## src/rtl/core/fts_pkg.sv

```systemverilog
`timescale 1ns / 1ps
// fts_pkg: widths, reset values, shared types and the slice arithmetic of the
// frame time slew corrector. No dependencies.
package fts_pkg;

  // Field and datapath widths
  localparam int unsigned DUR_W   = 20;  // update duration, us
  localparam int unsigned SHIFT_W = 16;  // signed frame index shift
  localparam int unsigned CORR_W  = 36;  // signed correction
  localparam int unsigned MAG_W   = 35;  // |correction|
  localparam int unsigned SLICE_W = 23;  // signed slice
  localparam int unsigned SMAG_W  = 22;  // |slice|, bounded by 3 * duration
  localparam int unsigned FLOOR_W = 15;  // duration / 50
  localparam int unsigned CAPN_W  = 20;  // 3 * duration / 4
  localparam int unsigned DIV_W   = 25;  // |c| range that needs an exact /6
  localparam int unsigned QUO_W   = 23;  // width of (2^DIV_W - 1) / 6

  // Request kinds
  localparam logic MODE_SHIFT = 1'b0;
  localparam logic MODE_TICK  = 1'b1;

  // Reset configuration
  localparam int unsigned DUR_RESET_VAL = 16667;
  localparam logic [DUR_W-1:0]   DUR_RESET   = DUR_W'(DUR_RESET_VAL);
  localparam logic [FLOOR_W-1:0] FLOOR_RESET = FLOOR_W'(DUR_RESET_VAL / 50);
  localparam logic [SMAG_W-1:0]  CAPP_RESET  = SMAG_W'(3 * DUR_RESET_VAL);
  localparam logic [CAPN_W-1:0]  CAPN_RESET  = CAPN_W'((3 * DUR_RESET_VAL) / 4);

  // Reciprocal constants: x/6 for x < 2^25, and y/25 for y < 2^19
  localparam int unsigned R6_W       = 26;
  localparam int unsigned RECIP6_SH  = 28;
  localparam logic [R6_W-1:0] RECIP6 = 26'd44739243;   // ceil(2^28 / 6)
  localparam int unsigned P6_W       = DIV_W + R6_W;
  localparam int unsigned R25_W      = 20;
  localparam int unsigned RECIP25_SH = 24;
  localparam logic [R25_W-1:0] RECIP25 = 20'd671089;   // ceil(2^24 / 25)
  localparam int unsigned P50_W      = DUR_W - 1 + R25_W;

  typedef struct packed {
    logic [DUR_W-1:0]   dur;
    logic [FLOOR_W-1:0] floor_us;  // minimum slice
    logic [SMAG_W-1:0]  cap_pos;   // slice cap for a positive correction
    logic [CAPN_W-1:0]  cap_neg;   // slice cap for a negative correction
  } cfg_t;

  typedef struct packed {
    logic                     mode;
    logic                     neg;   // proposal sign
    logic [MAG_W-1:0]         mag;   // |shift| * duration
    logic signed [CORR_W-1:0] val;   // shift * duration
  } prop_t;

  // floor(x / 50) = floor(floor(x / 2) / 25)
  function automatic logic [FLOOR_W-1:0] div50(input logic [DUR_W-1:0] x);
    logic [P50_W-1:0] prod;
    prod = {{(P50_W-DUR_W+1){1'b0}}, x[DUR_W-1:1]} * {{(P50_W-R25_W){1'b0}}, RECIP25};
    return prod[RECIP25_SH +: FLOOR_W];
  endfunction

  function automatic logic [QUO_W-1:0] div6(input logic [DIV_W-1:0] x);
    logic [P6_W-1:0] prod;
    prod = {{(P6_W-DIV_W){1'b0}}, x} * {{(P6_W-R6_W){1'b0}}, RECIP6};
    return prod[RECIP6_SH +: QUO_W];
  endfunction

  // Magnitude of the slice that one tick removes from a correction.
  // Above 2^25 the quotient |c|/6 is beyond any cap, so only the cap matters.
  function automatic logic [SMAG_W-1:0] slice_mag(input logic [MAG_W-1:0] mag,
                                                  input logic             neg,
                                                  input cfg_t             cfg);
    logic [SMAG_W-1:0] cap;
    logic [QUO_W-1:0]  quo;
    logic [QUO_W-1:0]  frac;
    logic [SMAG_W-1:0] res;
    cap  = neg ? {{(SMAG_W-CAPN_W){1'b0}}, cfg.cap_neg} : cfg.cap_pos;
    quo  = div6(mag[DIV_W-1:0]);
    frac = (quo < {{(QUO_W-FLOOR_W){1'b0}}, cfg.floor_us}) ?
           {{(QUO_W-FLOOR_W){1'b0}}, cfg.floor_us} : quo;
    if (mag < {{(MAG_W-FLOOR_W){1'b0}}, cfg.floor_us}) begin
      res = mag[SMAG_W-1:0];
    end else if (mag[MAG_W-1:DIV_W] != '0) begin
      res = cap;
    end else if (frac < {{(QUO_W-SMAG_W){1'b0}}, cap}) begin
      res = frac[SMAG_W-1:0];
    end else begin
      res = cap;
    end
    return res;
  endfunction

  function automatic logic signed [SLICE_W-1:0] to_slice(input logic [SMAG_W-1:0] sm,
                                                         input logic              neg);
    logic signed [SLICE_W-1:0] v;
    v = $signed({{(SLICE_W-SMAG_W){1'b0}}, sm});
    return neg ? -v : v;
  endfunction

endpackage

```

## src/rtl/core/fts_req_if.sv

```systemverilog
`timescale 1ns / 1ps
// fts_req_if: request channel of the slew corrector (valid/ready + payload).
// Depends on fts_pkg.
interface fts_req_if;
  logic                                valid;
  logic                                ready;
  logic                                mode;
  logic signed [fts_pkg::SHIFT_W-1:0]  index_shift;

  modport source (output valid, output mode, output index_shift, input ready);
  modport sink   (input valid, input mode, input index_shift, output ready);
endinterface

```

## src/rtl/core/fts_rsp_if.sv

```systemverilog
`timescale 1ns / 1ps
// fts_rsp_if: result channel of the slew corrector (valid/ready + payload).
// Depends on fts_pkg.
interface fts_rsp_if;
  logic                                valid;
  logic                                ready;
  logic signed [fts_pkg::CORR_W-1:0]   correction_left;
  logic signed [fts_pkg::SLICE_W-1:0]  frame_correction;

  modport source (output valid, output correction_left, output frame_correction,
                  input ready);
  modport sink   (input valid, input correction_left, input frame_correction,
                  output ready);
endinterface

```

## src/rtl/core/fts_cfg.sv

```systemverilog
`timescale 1ns / 1ps
// fts_cfg: update duration register plus the derived floor and cap values.
// Depends on fts_pkg.
module fts_cfg (
  input  logic                       clk_i,
  input  logic                       rst_ni,
  input  logic                       cfg_we_i,
  input  logic [fts_pkg::DUR_W-1:0]  cfg_wdata_i,
  output fts_pkg::cfg_t              cfg_o
);

  fts_pkg::cfg_t                 cfg_q, cfg_d;
  logic [fts_pkg::SMAG_W-1:0]    cap3;

  // 3 * duration = d + 2d
  assign cap3 = {2'b00, cfg_wdata_i} + {1'b0, cfg_wdata_i, 1'b0};

  always_comb begin
    cfg_d = cfg_q;
    if (cfg_we_i) begin
      cfg_d.dur      = cfg_wdata_i;
      cfg_d.floor_us = fts_pkg::div50(cfg_wdata_i);
      cfg_d.cap_pos  = cap3;
      cfg_d.cap_neg  = cap3[fts_pkg::SMAG_W-1:2];
    end
  end

  always_ff @(posedge clk_i or negedge rst_ni) begin
    if (!rst_ni) begin
      cfg_q <= '{dur:      fts_pkg::DUR_RESET,
                 floor_us: fts_pkg::FLOOR_RESET,
                 cap_pos:  fts_pkg::CAPP_RESET,
                 cap_neg:  fts_pkg::CAPN_RESET};
    end else begin
      cfg_q <= cfg_d;
    end
  end

  assign cfg_o = cfg_q;

endmodule

```

## src/rtl/core/fts_prop.sv

```systemverilog
`timescale 1ns / 1ps
// fts_prop: request register and the shift * duration proposal stage.
// Depends on fts_pkg and fts_req_if.
module fts_prop (
  input  logic           clk_i,
  input  logic           rst_ni,
  input  fts_pkg::cfg_t  cfg_i,
  fts_req_if.sink        req_i,
  output logic           prop_valid_o,
  input  logic           prop_ready_i,
  output fts_pkg::prop_t prop_o
);

  logic                                a_valid_q;
  logic                                a_mode_q;
  logic signed [fts_pkg::SHIFT_W-1:0]  a_shift_q;
  logic                                b_valid_q;
  fts_pkg::prop_t                      b_q, b_d;
  logic [fts_pkg::SHIFT_W-1:0]         shift_abs;
  logic                                b_free;
  logic                                a_adv;

  assign b_free      = !b_valid_q || prop_ready_i;
  assign a_adv       = a_valid_q && b_free;
  assign req_i.ready = !a_valid_q || b_free;

  always_comb begin
    // -(-32768) keeps the pattern 0x8000, which is 32768 unsigned
    shift_abs = a_shift_q[fts_pkg::SHIFT_W-1] ? $unsigned(-a_shift_q) : $unsigned(a_shift_q);
    b_d.mode  = a_mode_q;
    b_d.neg   = a_shift_q[fts_pkg::SHIFT_W-1];
    b_d.mag   = {{(fts_pkg::MAG_W-fts_pkg::SHIFT_W){1'b0}}, shift_abs} *
                {{(fts_pkg::MAG_W-fts_pkg::DUR_W){1'b0}}, cfg_i.dur};
    b_d.val   = $signed({{(fts_pkg::CORR_W-fts_pkg::SHIFT_W){a_shift_q[fts_pkg::SHIFT_W-1]}},
                         a_shift_q}) *
                $signed({{(fts_pkg::CORR_W-fts_pkg::DUR_W){1'b0}}, cfg_i.dur});
  end

  always_ff @(posedge clk_i or negedge rst_ni) begin
    if (!rst_ni) begin
      a_valid_q <= 1'b0;
      b_valid_q <= 1'b0;
    end else begin
      if (req_i.ready) begin
        a_valid_q <= req_i.valid;
      end
      if (b_free) begin
        b_valid_q <= a_valid_q;
      end
    end
  end

  always_ff @(posedge clk_i) begin
    if (req_i.valid && req_i.ready) begin
      a_mode_q  <= req_i.mode;
      a_shift_q <= req_i.index_shift;
    end
    if (a_adv) begin
      b_q <= b_d;
    end
  end

  assign prop_valid_o = b_valid_q;
  assign prop_o       = b_q;

  // signed proposal and its sign/magnitude form must agree
  assert property (@(posedge clk_i) disable iff (!rst_ni)
    b_valid_q && (b_q.mode == fts_pkg::MODE_SHIFT) |->
      b_q.val == (b_q.neg ? -$signed({1'b0, b_q.mag}) : $signed({1'b0, b_q.mag})))
    else $error("fts_prop: proposal value and magnitude disagree");

  // a request held in the input register is never dropped while blocked
  assert property (@(posedge clk_i) disable iff (!rst_ni)
    a_valid_q && !b_free |=> a_valid_q && $stable(a_mode_q) && $stable(a_shift_q))
    else $error("fts_prop: blocked request lost");

endmodule

```

## src/rtl/core/fts_core.sv

```systemverilog
`timescale 1ns / 1ps
// fts_core: correction state, shift/tick update, slice and result register.
// Depends on fts_pkg and fts_rsp_if.
module fts_core (
  input  logic           clk_i,
  input  logic           rst_ni,
  input  fts_pkg::cfg_t  cfg_i,
  input  logic           prop_valid_i,
  output logic           prop_ready_o,
  input  fts_pkg::prop_t prop_i,
  fts_rsp_if.source      rsp_o
);

  logic signed [fts_pkg::CORR_W-1:0]  corr_q, corr_d;
  logic [fts_pkg::MAG_W-1:0]          mag_q, mag_d;
  logic                               neg_q, neg_d;
  logic                               rsp_valid_q;
  logic signed [fts_pkg::CORR_W-1:0]  left_q;
  logic signed [fts_pkg::SLICE_W-1:0] slice_q, slice_d;
  logic [fts_pkg::SMAG_W-1:0]         sm_state, sm_prop, sm_out;
  logic signed [fts_pkg::CORR_W-1:0]  sm_state_ext;
  logic                               sl_neg, replace, corr_pos, prop_pos, step;

  assign prop_ready_o = !rsp_valid_q || rsp_o.ready;
  assign step         = prop_valid_i && prop_ready_o;

  always_comb begin
    sm_state     = fts_pkg::slice_mag(mag_q, neg_q, cfg_i);
    sm_prop      = fts_pkg::slice_mag(prop_i.mag, prop_i.neg, cfg_i);
    sm_state_ext = $signed({{(fts_pkg::CORR_W-fts_pkg::SMAG_W){1'b0}}, sm_state});
    corr_pos     = !neg_q && (mag_q != '0);
    prop_pos     = !prop_i.neg && (prop_i.mag != '0);
    // a zero store, a sign change or a smaller proposal takes over
    replace      = (mag_q == '0) || (corr_pos != prop_pos) || (prop_i.mag < mag_q);

    mag_d  = mag_q;
    neg_d  = neg_q;
    corr_d = corr_q;
    sm_out = sm_state;
    sl_neg = neg_q;
    if (prop_i.mode == fts_pkg::MODE_TICK) begin
      // slice has the sign of the correction and never exceeds it
      mag_d  = mag_q - {{(fts_pkg::MAG_W-fts_pkg::SMAG_W){1'b0}}, sm_state};
      corr_d = neg_q ? corr_q + sm_state_ext : corr_q - sm_state_ext;
    end else if (replace) begin
      mag_d  = prop_i.mag;
      neg_d  = prop_i.neg;
      corr_d = prop_i.val;
      sm_out = sm_prop;
      sl_neg = prop_i.neg;
    end
    slice_d = fts_pkg::to_slice(sm_out, sl_neg);
  end

  always_ff @(posedge clk_i or negedge rst_ni) begin
    if (!rst_ni) begin
      corr_q      <= '0;
      mag_q       <= '0;
      neg_q       <= 1'b0;
      rsp_valid_q <= 1'b0;
    end else begin
      if (step) begin
        corr_q <= corr_d;
        mag_q  <= mag_d;
        neg_q  <= neg_d;
      end
      if (prop_ready_o) begin
        rsp_valid_q <= prop_valid_i;
      end
    end
  end

  always_ff @(posedge clk_i) begin
    if (step) begin
      left_q  <= corr_d;
      slice_q <= slice_d;
    end
  end

  assign rsp_o.valid            = rsp_valid_q;
  assign rsp_o.correction_left  = left_q;
  assign rsp_o.frame_correction = slice_q;

  // signed copy and sign/magnitude copy of the state track each other
  assert property (@(posedge clk_i) disable iff (!rst_ni)
    corr_q == (neg_q ? -$signed({1'b0, mag_q}) : $signed({1'b0, mag_q})))
    else $error("fts_core: correction copies diverged");

  // a tick only ever shrinks the correction
  assert property (@(posedge clk_i) disable iff (!rst_ni)
    step && (prop_i.mode == fts_pkg::MODE_TICK) |=> mag_q <= $past(mag_q))
    else $error("fts_core: tick grew the correction");

  // state moves only when a request reaches the result register
  assert property (@(posedge clk_i) disable iff (!rst_ni)
    rsp_o.valid && !rsp_o.ready |=> $stable(corr_q) && $stable(mag_q))
    else $error("fts_core: state changed while result stalled");

endmodule

```

## src/rtl/core/frame_time_slew_corrector.sv

```systemverilog
`timescale 1ns / 1ps
// frame_time_slew_corrector: top level, joins config, proposal stage and core.
// Depends on fts_pkg, fts_req_if, fts_rsp_if, fts_cfg, fts_prop, fts_core.
//
// Keeps a signed correction (us) still to be applied. A shift request
// (mode 0) proposes index_shift * update_duration_us and takes over the
// stored value when that is zero, of the other sign, or smaller in magnitude;
// the result shows the new value and the slice the next tick would remove.
// A tick request (mode 1) removes one slice: the whole remainder below
// duration/50, else max(|c|/6, duration/50) capped at 3*duration (positive)
// or 3*duration/4 (negative), all divisions truncating. One result per
// request, in order. Throughput is one request per clock while the result
// is taken. The request register loads when a request is accepted, then
// the proposal multiplier stage and the result register follow. The rate
// is set by the state loop, which computes the slice from the stored
// correction (a /6 by reciprocal multiply on the low 25 bits) and
// subtracts it combinationally, ahead of the state registers.
// A full result register does not block intake: the two earlier stages keep
// accepting until they are full. update_duration_us resets to 16667 and is
// written with cfg_we_i; write it only while no request is in flight. The
// floor and caps are derived from it at write time.
module frame_time_slew_corrector (
  input  logic                       clk_i,
  input  logic                       rst_ni,
  input  logic                       cfg_we_i,
  input  logic [fts_pkg::DUR_W-1:0]  cfg_wdata_i,
  fts_req_if.sink                    req_i,
  fts_rsp_if.source                  rsp_o
);

  fts_pkg::cfg_t  cfg;
  fts_pkg::prop_t prop;
  logic           prop_valid;
  logic           prop_ready;

  fts_cfg u_cfg (
    .clk_i       (clk_i),
    .rst_ni      (rst_ni),
    .cfg_we_i    (cfg_we_i),
    .cfg_wdata_i (cfg_wdata_i),
    .cfg_o       (cfg)
  );

  fts_prop u_prop (
    .clk_i        (clk_i),
    .rst_ni       (rst_ni),
    .cfg_i        (cfg),
    .req_i        (req_i),
    .prop_valid_o (prop_valid),
    .prop_ready_i (prop_ready),
    .prop_o       (prop)
  );

  fts_core u_core (
    .clk_i        (clk_i),
    .rst_ni       (rst_ni),
    .cfg_i        (cfg),
    .prop_valid_i (prop_valid),
    .prop_ready_o (prop_ready),
    .prop_i       (prop),
    .rsp_o        (rsp_o)
  );

endmodule
```

## src/flat_wrapper.sv

```systemverilog
// flat-port wrapper written by rule: the top's interface ports become plain ports
module frame_time_slew_corrector_flat 
  (clk_i, rst_ni, cfg_we_i, cfg_wdata_i, req_i_valid, req_i_mode, req_i_index_shift, req_i_ready, rsp_o_valid, rsp_o_correction_left, rsp_o_frame_correction, rsp_o_ready);
  fts_req_if req_i_i ();
  fts_rsp_if rsp_o_i ();
  input  logic clk_i;
  input  logic rst_ni;
  input  logic cfg_we_i;
  input  logic [fts_pkg::DUR_W-1:0] cfg_wdata_i;
  input wire logic [$bits(req_i_i.valid)-1:0] req_i_valid;
  input wire logic [$bits(req_i_i.mode)-1:0] req_i_mode;
  input wire logic [$bits(req_i_i.index_shift)-1:0] req_i_index_shift;
  output wire logic [$bits(req_i_i.ready)-1:0] req_i_ready;
  output wire logic [$bits(rsp_o_i.valid)-1:0] rsp_o_valid;
  output wire logic [$bits(rsp_o_i.correction_left)-1:0] rsp_o_correction_left;
  output wire logic [$bits(rsp_o_i.frame_correction)-1:0] rsp_o_frame_correction;
  input wire logic [$bits(rsp_o_i.ready)-1:0] rsp_o_ready;
  assign req_i_i.valid = req_i_valid;
  assign req_i_i.mode = req_i_mode;
  assign req_i_i.index_shift = req_i_index_shift;
  assign req_i_ready = req_i_i.ready;
  assign rsp_o_valid = rsp_o_i.valid;
  assign rsp_o_correction_left = rsp_o_i.correction_left;
  assign rsp_o_frame_correction = rsp_o_i.frame_correction;
  assign rsp_o_i.ready = rsp_o_ready;
  frame_time_slew_corrector u_core (.clk_i(clk_i), .rst_ni(rst_ni), .cfg_we_i(cfg_we_i), .cfg_wdata_i(cfg_wdata_i), .req_i(req_i_i), .rsp_o(rsp_o_i));
endmodule
```

## config.mk

```make
export PLATFORM = sky130hd
export DESIGN_NAME = frame_time_slew_corrector_flat
export DESIGN_NICKNAME = d
export VERILOG_FILES = /design/src/rtl/core/fts_pkg.sv /design/src/rtl/core/fts_req_if.sv /design/src/rtl/core/fts_rsp_if.sv /design/src/rtl/core/fts_cfg.sv /design/src/rtl/core/fts_prop.sv /design/src/rtl/core/fts_core.sv /design/src/rtl/core/frame_time_slew_corrector.sv /design/src/flat_wrapper.sv
export SDC_FILE = /design/constraint.sdc
export NUM_CORES = 2
export LEC_CHECK = 0
export ABC_AREA = 1
export BUFFER_PORTS_ARGS = -buffer_cell sky130_fd_sc_hd__buf_2
export CORE_ASPECT_RATIO = 0.75
export CORE_MARGIN = 2
export CORE_UTILIZATION = 67
export CTS_BUF_LIST = sky130_fd_sc_hd__clkbuf_16
export DETAILED_ROUTE_END_ITERATION = 6
export MAX_ROUTING_LAYER = met4
export PLACE_DENSITY = 0.93
export SETUP_SLACK_MARGIN = 0.05
export SYNTH_ARGS = -nofsm -noshare
export SYNTH_HDL_FRONTEND = slang
export SYNTH_HIERARCHICAL = 1
export SYNTH_SLANG_ARGS = --single-unit
export TNS_END_PERCENT = 30
```

## constraint.sdc

```tcl
create_clock -name clk_i -period 15.35 [get_ports clk_i]
set_input_delay 3.07 -clock clk_i [delete_from_list [all_inputs] [get_ports clk_i]]
set_output_delay 3.07 -clock clk_i [all_outputs]
set_load 0.01 [all_outputs]
```

* Word-level counts from Yosys, hierarchy flattened
Cells that the tools add are included.
** Storage, ports and cells
- Register bits :: 301
- Bits of input ports :: 42
- Output and inout port bits :: 61
- Logic and storage cells :: 81
** Operators by class
- $add $sub $neg :: 6
- $mul :: 5
- Order comparisons :: 7
- Equal/unequal tests :: 1
- Mux-type cells :: 21
- Reduce and logical (&&, ||, !) cells :: 22
** Operators with widths (count)
- 2-to-1 mux 22 bit :: 11
- 2-to-1 mux 36 bit :: 3
- multiplier 25 x 26 -> 51 bit, second input constant :: 2
- less-than comparator 35 x 15 -> 1 bit :: 2
- 2-to-1 mux 35 bit :: 2
- nonzero test 35 bit :: 2
- less-than comparator 23 x 15 -> 1 bit :: 2
- less-than comparator 23 x 22 -> 1 bit :: 2
- 2-to-1 mux 23 bit :: 2
- multiplier 19 x 20 -> 39 bit, second input constant :: 1
- adder 36 x 23 -> 36 bit :: 1
- multiplier 16 x 21 -> 36 bit :: 1
- subtractor 36 x 23 -> 36 bit :: 1
- logical NOT 35 bit :: 1
- less-than comparator 35 bit :: 1
- multiplier 16 x 20 -> 35 bit :: 1
- subtractor 35 x 22 -> 35 bit :: 1
- negation 22 -> 23 bit :: 1
- adder 20 x 21 -> 22 bit :: 1
- nonzero test 10 bit :: 2
- 2-to-1 mux 16 bit :: 1
- negation 16 bit :: 1
- logical AND 1 bit :: 5
- logical NOT 1 bit :: 5
- 5 further kinds :: 10

* Depth between registers and ports, before layout
- Word-level depth :: 11
- Depth in mapped cells :: 85
- Mapped depth without buffers :: 82

* Modules after synthesis
The synthesis kept the hierarchy.
** Modules (own cells, without submodules)
- fts_core :: times used 1, cells an instance 4741, area each 34647.0 µm², sequential area each 3598.5 µm²
- fts_prop :: times used 1, cells an instance 3269, area each 25485.7 µm², sequential area each 2722.6 µm²
- fts_cfg :: times used 1, cells an instance 1216, area each 9903.2 µm², sequential area each 1422.6 µm²

* Worst setup path after synthesis
No wires, ideal clock.
- Path kind :: register to register
- Start :: register u_core/u_core/mag_q[21] (netlist bit)
- End :: register u_core.u_core.left_q, in the netlist u_core/u_core/rsp_o.correction_left[32] (data pin)
- Setup time :: 0.270 ns
- Arrival :: 11.865 ns
- Required time :: 15.080 ns
- Path slack :: 3.214 ns
- Stages on the path, launching flop included :: 78
- Path buffers :: 3
- Period minus slack after synthesis :: 12.136 ns
- Cells stage by stage :: dfrtp_1 > ha_1 > inv_1 > fa_1 > fa_1 > inv_1 > fa_1 > inv_1 > fa_1 > inv_1 > fa_1 > inv_1 > fa_1 > inv_1 > ha_1 > nand2_1 > inv_2 > nand2_1 > (+42 left out) > nor2_1 > nand4_1 > nor4_1 > a21oi_1 > o21ai_0 > a31oi_1 > o21ai_0 > inv_1 > o21ai_0 > nand2_1 > nand2_1 > nand2_1 > nand2_1 > nand3_1 > nand2_1 > a21oi_1 > o21ai_0 > nand3_1
** Between the ends
- Cells in the longest elaborated chain, start to end :: 10
- Elaborated cells on any way between the ends :: 20
- Classes of those cells :: add/sub (2); mul (1); order compare (4); eq/ne (1); mux (7); reduce/logical (5)
** RTL lines
- start: declaration :: RTL line fts_core.sv:15 : logic [fts_pkg::MAG_W-1:0] mag_q, mag_d;
- start signal: assignment :: RTL line fts_core.sv:64 : mag_q <= mag_d;
- multiplier 25 x 26 -> 51 bit :: RTL line fts_pkg.sv:62 : prod = {{(P6_W-DIV_W){1'b0}}, x} * {{(P6_W-R6_W){1'b0}}, RECIP6};
- less-than comparator 23 x 15 -> 1 bit :: RTL line fts_pkg.sv:77 : frac = (quo < {{(QUO_W-FLOOR_W){1'b0}}, cfg.floor_us}) ?
- 2-to-1 mux 23 bit :: RTL line fts_pkg.sv:77
- less-than comparator 23 x 22 -> 1 bit :: RTL line fts_pkg.sv:83 : end else if (frac < {{(QUO_W-SMAG_W){1'b0}}, cap}) begin
- 2-to-1 mux 22 bit :: RTL line fts_pkg.sv:83
- 2-to-1 mux 22 bit :: RTL line fts_pkg.sv:81 : end else if (mag[MAG_W-1:DIV_W] != '0) begin
- 2-to-1 mux 22 bit :: RTL line fts_pkg.sv:79 : if (mag < {{(MAG_W-FLOOR_W){1'b0}}, cfg.floor_us}) begin
- subtractor 36 x 23 -> 36 bit / adder 36 x 23 -> 36 bit (equally long branches) :: RTL line fts_core.sv:44 : corr_d = neg_q ? corr_q + sm_state_ext : corr_q - sm_state_ext;
- 2-to-1 mux 36 bit :: RTL line fts_core.sv:44
- 2-to-1 mux 36 bit * :: RTL line fts_core.sv:41 : if (prop_i.mode == fts_pkg::MODE_TICK) begin
- named net u_core.u_core.corr_d, one bit :: RTL line fts_core.sv:14 : logic signed [fts_pkg::CORR_W-1:0] corr_q, corr_d;
- end signal: assignment :: RTL line fts_core.sv:75 : left_q <= corr_d;
- end: declaration :: RTL line fts_core.sv:18 : logic signed [fts_pkg::CORR_W-1:0] left_q;
The timed path passes the listed nets; every way through them passes the cells marked *.
A chain may end at the register's enable or synchronous reset.

* Worst setup path in the final report
Same ends and word-level chain as after synthesis.

==> flow_metrics.tcl <==
set metrics [dict create \
    period_minus_slack_ns 14.39 \
    ys.flop_type "edfxtp_1" \
    avgSynthCellArea_sq_um 7.591 \
    drtIter0Drc 8688 \
    syn_inst 9226 \
    startpoint_type "flop" \
    io_buffers 102 \
    yosysSeqAreaShare_pct 11.06 \
    synth_most_common_cell "nand2_1" \
    r2r_slack_ns 0.96 \
    avgViaCountPerCell 6.122 \
    clockRootBuffer "clkbuf_16" \
    worst_pin_slew_ns 1.257 \
    synth_largest_area_cell "fa_1" \
    hold_buffers 0 \
    n_fill_cell 8088 \
    synth_edf_count 148 \
    synth.distinct_cells 77 \
    ys_async_sr_fraction_pct 46.95 \
    path_clk_slew_ns 0.06 \
    finalHoldViolations 0 \
    grt_pass1_wl_mm 382.2 \
    status "complete, but fails checks" \
    overflow 0 \
    drt_wl_total_mm 253.8 \
    die_area_sq_um 107200 \
    multiInputGateArea_sq_um 52690 \
    ys_ff_latch 279 \
    remaining_drc_errors 35 \
    critPathMaxFanout 29 \
    fin_crit_sh_pct 93.75 \
    cts_inserted_buffers 35 \
    min_path_type "reg2reg" \
    cp_data_arrival_time_ns 14.74 \
    antenna_found_initial 10 \
    core_sq_um 103400 \
    drive_gt1_share_pct 4.889 \
    yosysWarnings 6 \
    clock_latency_ns 0.62 \
    drtAntennaViolNets 0 \
    relSlewSlack_pct 16.21 \
    cp_common_cell "nand2_1" \
    tns_ns 0 \
    maxCapViolCount 0 \
    fp-row-count 102 \
    seqCellArea_sq_um 7747 \
    initial_core_util_pct 67.75 \
    crit_required_ns 15.70 \
    synthesis.nets 11250 \
    dr.pass1.iters 7 \
    ios 103 \
    grt_pass1_vias 64430 \
    cp-end-kind "flop" \
    gp_congestion 1.123 \
    synthTopCellsByCount "nand2_1, inv_1, ha_1, fa_1, nor2_1" \
    max_stage_delay_ns 0.75 \
    syn_to_final_growth_pct 4.173 \
    fmax_mhz 69.49 \
    fin_nets 11240 \
    cts_buffer_depth 3 \
    chipHeight_um 284.0 \
    synth_area_leaders "fa_1, ha_1, nand2_1" \
    crit_type "reg2reg" \
    routedWlPerCell_um 23.92 \
    clock-sinks 279 \
    grt_start_max_net_pins 72 \
    skew_ns 0.04567 \
    routed-via-count 64970 \
    rsz0062_at_grt "no" \
    grtUsageTotal_pct 48.95 \
    crit_path_top_delay_cell "fa_2" \
    hpwl_mm 209.6 \
    setup-violations-final 0 \
    syn_area_sq_um 70040 \
    failed_checks "DRC" \
    htreeDepth 2 \
    synth_top_area_share_pct 27.73 \
    drv_slew 0 \
    fp.dieW_um 377.3 \
    post-cts-setup-buffers 0 \
    cts_tree "done" \
]
==> path summary, 6_finish.rpt <==
kind,start,endpoint,cells after the start
max,u_core/u_core/mag_q[21],u_core/u_core/rsp_o.correction_left[32],74
min,u_core/u_prop/a_mode_q,u_core/u_prop/prop_o[72],0
max reg2reg,u_core/u_core/mag_q[21],u_core/u_core/rsp_o.correction_left[32],74
min reg2reg,u_core/u_prop/a_mode_q,u_core/u_prop/prop_o[72],0
max in group asynchronous,rst_ni,u_core/u_cfg/cfg_o[73],3
min in group asynchronous,rst_ni,u_core/u_core/rsp_o.valid,1
==> metal layers <==
metal	global-route usage [%]	wire (um)	up-vias
met5	-	0	-
met4	17.29	11680	0
met2	65.17	100300	5068
met3	21.26	42310	985
met1	65.86	99530	30710
li1	-	-	28210
==> critical path: cells and delay by family (launching register included) <==
| kind | cells | cell delay [ns] |
|---|---|---|
| AO/OA/AOI/OAI | 17 | 3.24 |
| XOR/XNOR | 2 | 0.35 |
| adder cells (fa/ha/maj) | 12 | 5.22 |
| buffers and inverters | 12 | 1.06 |
| flip-flops | 1 | 0.47 |
| AND/OR/NAND/NOR | 31 | 3.77 |
==> flip-flops by register name (all words and copies together) (netlist names), 16 cells and up <==
name                                  cells
u_core/u_cfg/cfg_o                       56
u_core/u_core/corr_q                     36
u_core/u_core/mag_q                      35
u_core/u_core/rsp_o.correction_left      36
u_core/u_core/rsp_o.frame_correction     23
u_core/u_prop/a_shift_q                  16
u_core/u_prop/prop_o                     72
==> logic make-up (layout without fill, tap and decap cells) <==
kind of cell               count (synthesis)  in the layout  share of synthesized area, %
other                                      0             15                             0
and+or+nand+nor                         3409           3409                         20.17
buffers and inverters                   2491           2511                         13.79
AOI/OAI and AO/OA                        927            927                         7.414
xor gates and xnor gates                 138            138                         1.763
adders and majority gates               1982           1982                         45.81
DFF                                      279            279                         11.06
==> area by class of cell <==
type | instances | area share (%)
antenna | 15 | 0.05145
clock buffer | 35 | 1.200
clock inverter | 29 | 0.4922
inverter | 2281 | 11.74
multi-input combinational | 6456 | 72.21
sequential | 279 | 10.62
tap | 1352 | 2.319
timing repair buffer | 166 | 1.367
==> timing repair <==
| item | 4_1_cts | 5_1_grt |
|---|---|---|
| setup endpoints to repair | 0 | 15 |
| hold endpoints to repair | 0 | 0 |
| resized for setup | 0 | 14 |
==> layout by cell type, fill, tap and decap left out, types with 101 or more instances in the layout <==
cell and count:
inv_1 2222, buf_2 101, nor2_1 546, ha_1 1012
edfxtp_1 148, fa_1 966, xor2_1 105, o21ai_0 317
nand2_1 2227, a21oi_1 387, dfrtp_1 111, nand3_1 317
==> metrics by stage <==
stage	hold slack [ns]	util (%)	setup slack (ns)	instances	instance area, sq um
final	0.4318	70.58	0.9588	10610	72960
after global routing	0.4571	70.56	0.01738	10600	72940
after CTS	0.4285	70.50	0.5198	10600	72880
after detailed placement	0.4144	69.31	0.6307	10530	71650
after global placement	0.4210	69.31	0.8034	10530	71650
after floorplan	0.4003	-	3.214	9226	70040
Power is left out: the tool's default activity adds up to more than one toggle a clock period on the data nets, which glitch-free logic cannot reach.
